--- config.mk ---
export PLATFORM = sky130hd
export DESIGN_NAME = gafis_queue
export DESIGN_NICKNAME = d
export VERILOG_FILES = /design/src/sv/gafis_pkg.sv /design/src/sv/gafis_queue.sv
export SDC_FILE = /design/constraint.sdc
export NUM_CORES = 1
export LEC_CHECK = 0
export BUFFER_PORTS_ARGS = -buffer_cell sky130_fd_sc_hd__buf_2
export CAP_MARGIN = 15
export CORE_UTILIZATION = 55
export CTS_CLUSTER_DIAMETER = 50
export DETAILED_ROUTE_END_ITERATION = 10
export MAX_ROUTING_LAYER = met4
export PLACE_DENSITY = 0.83
export SYNTH_ARGS = -nofsm -noshare
export SYNTH_HDL_FRONTEND = slang
export SYNTH_SLANG_ARGS = --single-unit
--- constraint.sdc ---
create_clock -name clock -period 10.3 [get_ports clock]
set_input_delay 1.03 -clock clock [delete_from_list [all_inputs] [get_ports clock]]
set_output_delay 1.03 -clock clock [all_outputs]
set_load 0.01 [all_outputs]
--- src/sv/gafis_pkg.sv ---
// Shared types and codes for the grid-axis fractional index search core.
// No dependencies; every other file imports this package.
package gafis_pkg;

   localparam int VALUE_W    = 48;
   localparam int ENTRY_W    = 10;
   localparam int INDEX_W    = 26;
   localparam int COUNT_W    = 11;
   localparam int TOL_W      = 16;
   localparam int CSR_IDX_W  = 2;
   localparam int CSR_DATA_W = 16;

   // register indexes on the csr port
   localparam logic [CSR_IDX_W-1:0] CSR_POINT_COUNT = 2'd0;
   localparam logic [CSR_IDX_W-1:0] CSR_TOLERANCE   = 2'd1;

   // opcodes
   localparam logic OP_LOAD  = 1'b0;
   localparam logic OP_QUERY = 1'b1;

   typedef struct packed {
      logic                      opcode;
      logic [ENTRY_W-1:0]        entry;
      logic signed [VALUE_W-1:0] value;
      logic                      nearest;
   } req_type;

   typedef struct packed {
      logic [INDEX_W-1:0] index_value;
      logic               found;
   } rsp_type;

   // classified item as it waits between front and back
   typedef struct packed {
      logic                      is_query;
      logic                      wr_ok;
      logic [ENTRY_W-1:0]        entry;
      logic signed [VALUE_W-1:0] value;
      logic                      nearest;
   } work_type;

   typedef struct packed {
      logic [COUNT_W-1:0] point_count;
      logic [TOL_W-1:0]   tolerance;
   } cfg_type;

endpackage

--- src/sv/gafis_queue.sv ---
// Two-entry item queue between front and back ends.
// Depends on gafis_pkg.
module gafis_queue
   import gafis_pkg::*;
(
   input  logic     clock,
   input  logic     reset,
   input  logic     push,
   input  work_type push_item,
   input  logic     pop,
   output work_type head_item,
   output logic     empty,
   output logic     full
);

   localparam int DEPTH = 2;

   work_type   slot_ff [DEPTH];
   logic       wr_ptr_ff, wr_ptr_in;
   logic       rd_ptr_ff, rd_ptr_in;
   logic [1:0] count_ff, count_in;

   assign empty     = (count_ff == 2'd0);
   assign full      = (count_ff == 2'(DEPTH));
   assign head_item = slot_ff[rd_ptr_ff];

   always_comb begin
      wr_ptr_in = push ? !wr_ptr_ff : wr_ptr_ff;
      rd_ptr_in = pop ? !rd_ptr_ff : rd_ptr_ff;
      count_in  = count_ff;
      if (push && !pop) begin
         count_in = count_ff + 2'd1;
      end else if (pop && !push) begin
         count_in = count_ff - 2'd1;
      end
   end

   always_ff @(posedge clock) begin
      if (reset) begin
         wr_ptr_ff <= 1'b0;
         rd_ptr_ff <= 1'b0;
         count_ff  <= 2'd0;
      end else begin
         wr_ptr_ff <= wr_ptr_in;
         rd_ptr_ff <= rd_ptr_in;
         count_ff  <= count_in;
      end
   end

   always_ff @(posedge clock) begin
      if (push) begin
         slot_ff[wr_ptr_ff] <= push_item;
      end
   end

endmodule

==> flow_metrics.py <==
metrics = {
    "pwr": {
        "peakVddDrop_v": 0.000132,
        "p_leak_nw": 2.27,
        "power_density_nw_per_um2": 219,
        "pwr-share-comb_pct": 9.0,
        "switching_power_w": 0.000271,
        "p_int_w": 0.00103,
        "p_sw_share_pct": 20.9,
        "pwr-share-clk_pct": 43.5,
        "power_frac_seq_pct": 47.5,
    },
    "grt": {
        "antenna_found_initial": 0,
        "track_usage_pct": 19.2,
        "met2_usage_pct": 30.9,
        "use_met3_pct": 7.07,
        "top_usage_layer": "met2",
        "grt_pass1_wl_um": 11800,
        "overflow": 0,
        "grt_max_degree": 62,
        "grt_pass1_vias": 2473,
        "grt_use_met1_pct": 22.3,
    },
    "placement": {
        "placedCellCount": 440,
        "portBuffers": 127,
        "hpwlAfterDp_um": 4720,
        "place_worst_setup_slack_ns": 7.42,
        "postPlaceCellArea_sq_um": 5360,
        "place.gp.congestion": 0.638,
    },
    "worst_setup_path": {
        "critPathMaxFanout": 35,
        "crit_type": "register to output pin",
        "path_cells": "buf_4, mux2_2, buf_2",
        "end_kind": "output pin",
        "slowest_stage": "dfxtp_2",
        "required_ns": 9.27,
        "max_stage_delay_ns": 0.73,
        "cp-start-kind": "register",
        "arrival_ns": 2.32,
    },
    "sta": {
        "slew_headroom_pct": 45.7,
        "finalMaxSlewViolations": 0,
        "finalWorstSetupSlack_ns": 6.95,
        "fin_skew_ns": 0.00633,
        "post-route-min-period_ns": 3.35,
        "rsz0062_at_grt": "no",
        "fmax_mhz": 299,
        "setup_viol": 0,
        "fin_crit_sh_pct": 32.5,
        "tightest_slew_ns": 0.814,
        "tns_ns": 0,
        "finalHoldViolCount": 0,
    },
    "clock_network": {
        "htreeDepth": 4,
        "clock-root-buffer": "clkbuf_8",
        "cts_buffers": 17,
        "clock_path_buffers": 2,
        "cts_sinks": 127,
        "cts_hold_buf": 0,
        "cts_repair_resize_count": 0,
        "clk_pin_slew_ns": 0.05,
        "postCtsSetupRepairBufs": 0,
        "cts_tree": "yes",
        "insertion_delay_ns": 0.49,
    },
    "routing": {
        "finalWirelength_um": 7660,
        "final_antenna_net_count": 0,
        "vias_per_cell": 5.11,
        "num_vias": 2410,
        "route.detailed.wl_per_inst_um": 16.2,
        "remaining_drc_errors": 0,
        "drt_first_pass_iters": 4,
        "drtIter0Drc": 98,
    },
    "synthesis": {
        "syn_area_sq_um": 4610,
        "synthesis.instances": 212,
        "syn_nets": 278,
        "syn_area_per_cell_sq_um": 21.7,
        "ys_top_cells_by_count": "edfxtp_1 (122), mux2_2 (61), buf_4 (6)",
        "ys_warn_count": 0,
        "synth_ff_type": "edfxtp_1",
        "synth_top_area_share_pct": 79.5,
        "synth_largest_area_cell": "edfxtp_1",
        "async_flop_share_pct": 0,
        "synth-edff-count": 122,
        "ys_top_cells_by_area": "edfxtp_1 (80%), mux2_2 (15%), dfxtp_1 (2.2%)",
        "synth_cell_types": 16,
        "synth_seq_cells": 127,
        "yosysSeqAreaShare_pct": 81.7,
        "synth.most_common_cell": "edfxtp_1",
    },
    "cells_and_area": {
        "nets": 420,
        "area_growth_pct": 28.6,
        "layout-drive-gt1-share_pct": 60.8,
        "stdcell_count": 472,
        "fill_cells": 550,
        "fin_area_sq_um": 5930,
        "utilization_pct": 72.5,
        "num_antenna_cells": 0,
    },
    "status": {
        "run_status": "complete, no violations",
    },
    "floorplan": {
        "die_h_um": 93.5,
        "die_area_sq_um": 8750,
        "ioPinCount": 128,
        "core_sq_um": 8180,
        "die_x_um": 93.5,
        "initial_core_util_pct": 56.4,
        "rows": 33,
    },
    "job": {
        "cap_viol_max_count": 0,
    },
    "min_path": {
        "min_path_type": "register to register",
    },
}
## critical path, delay by kind of cell, from the launching register on
family,cells,cell delay (ns)
flops,1,0.73
buf+inv,2,0.68
mux,1,0.41
## power groups by stage
| stage | clock, W | sequential [W] | combinational [W] |
|---|---|---|---|
| after floorplan | 0 | 0.000620 | 0.0000728 |
| after detailed placement | 0 | 0.000626 | 0.000118 |
| after global placement | 0 | 0.000623 | 0.000116 |
| final | 0.000565 | 0.000615 | 0.000117 |
| after CTS | 0.000574 | 0.000616 | 0.000119 |
| after global routing | 0.000596 | 0.000619 | 0.000127 |
## cells by family after synthesis
group	count (synthesis)	synth area share, %
flip-flops	127	81.7
multiplexers	61	14.9
AND/OR/NAND/NOR	9	1.00
buffers and inverters	8	1.17
XOR/XNOR	4	0.760
AO/OA/AOI/OAI	2	0.217
adder cells (fa/ha/maj)	1	0.271
## cell type report
cell class / instances / area [sq um] / share of cell area, %
tap: 105 / 131 / 2.22
timing repair buffer: 130 / 658 / 11.1
clock inverter: 12 / 144 / 2.43
multi-input combinational: 77 / 800 / 13.5
inverter: 1 / 3.75 / 0.0633
clock buffer: 20 / 425 / 7.18
sequential: 127 / 3760 / 63.5
## final timing paths
check                   to  depth (start not counted)  slack, ns  startpoint
min reg2reg      rd_ptr_ff                          2       0.52   rd_ptr_ff
max reg2reg  slot_ff[1][2]                          2       8.68   wr_ptr_ff
max          head_item[32]                          3       6.95    register
min              rd_ptr_ff                          2       0.52   rd_ptr_ff
## cell usage in the layout (no fill, tap or decap), drive strengths merged
master / count
a21oi: 1
and2: 1
and2b: 1
buf: 130
bufinv: 3
clkbuf: 20
clkinv: 8
clkinvlp: 1
dfxtp: 5
edfxtp: 122
ha: 1
inv: 1
mux2: 61
nor2: 5
nor2b: 1
o21ai: 1
or3: 1
xnor2: 2
xor2: 2
## flip-flops by register name, indices dropped and copies added, names as in the netlist, named ones only
register,cells
count_ff,2
rd_ptr_ff,1
wr_ptr_ff,1
slot_ff,122
## per-layer routing
layer  vias to the layer above  routed length [um]
met5                         -                   0
met4                         0                  36
met3                         4                 506
met2                        86                3920
met1                      1197                3190
li1                       1123                   -
## metrics by stage
stage	total power, W	hold WS, ns
5_1_grt	0.00134	0.566
2_1_floorplan	0.000693	0.461
6_report	0.00130	0.522
3_5_place_dp	0.000744	0.509
4_1_cts	0.00131	0.520
3_3_place_gp	0.000739	0.480
Note: power is estimated with default switching activity, not from simulation.
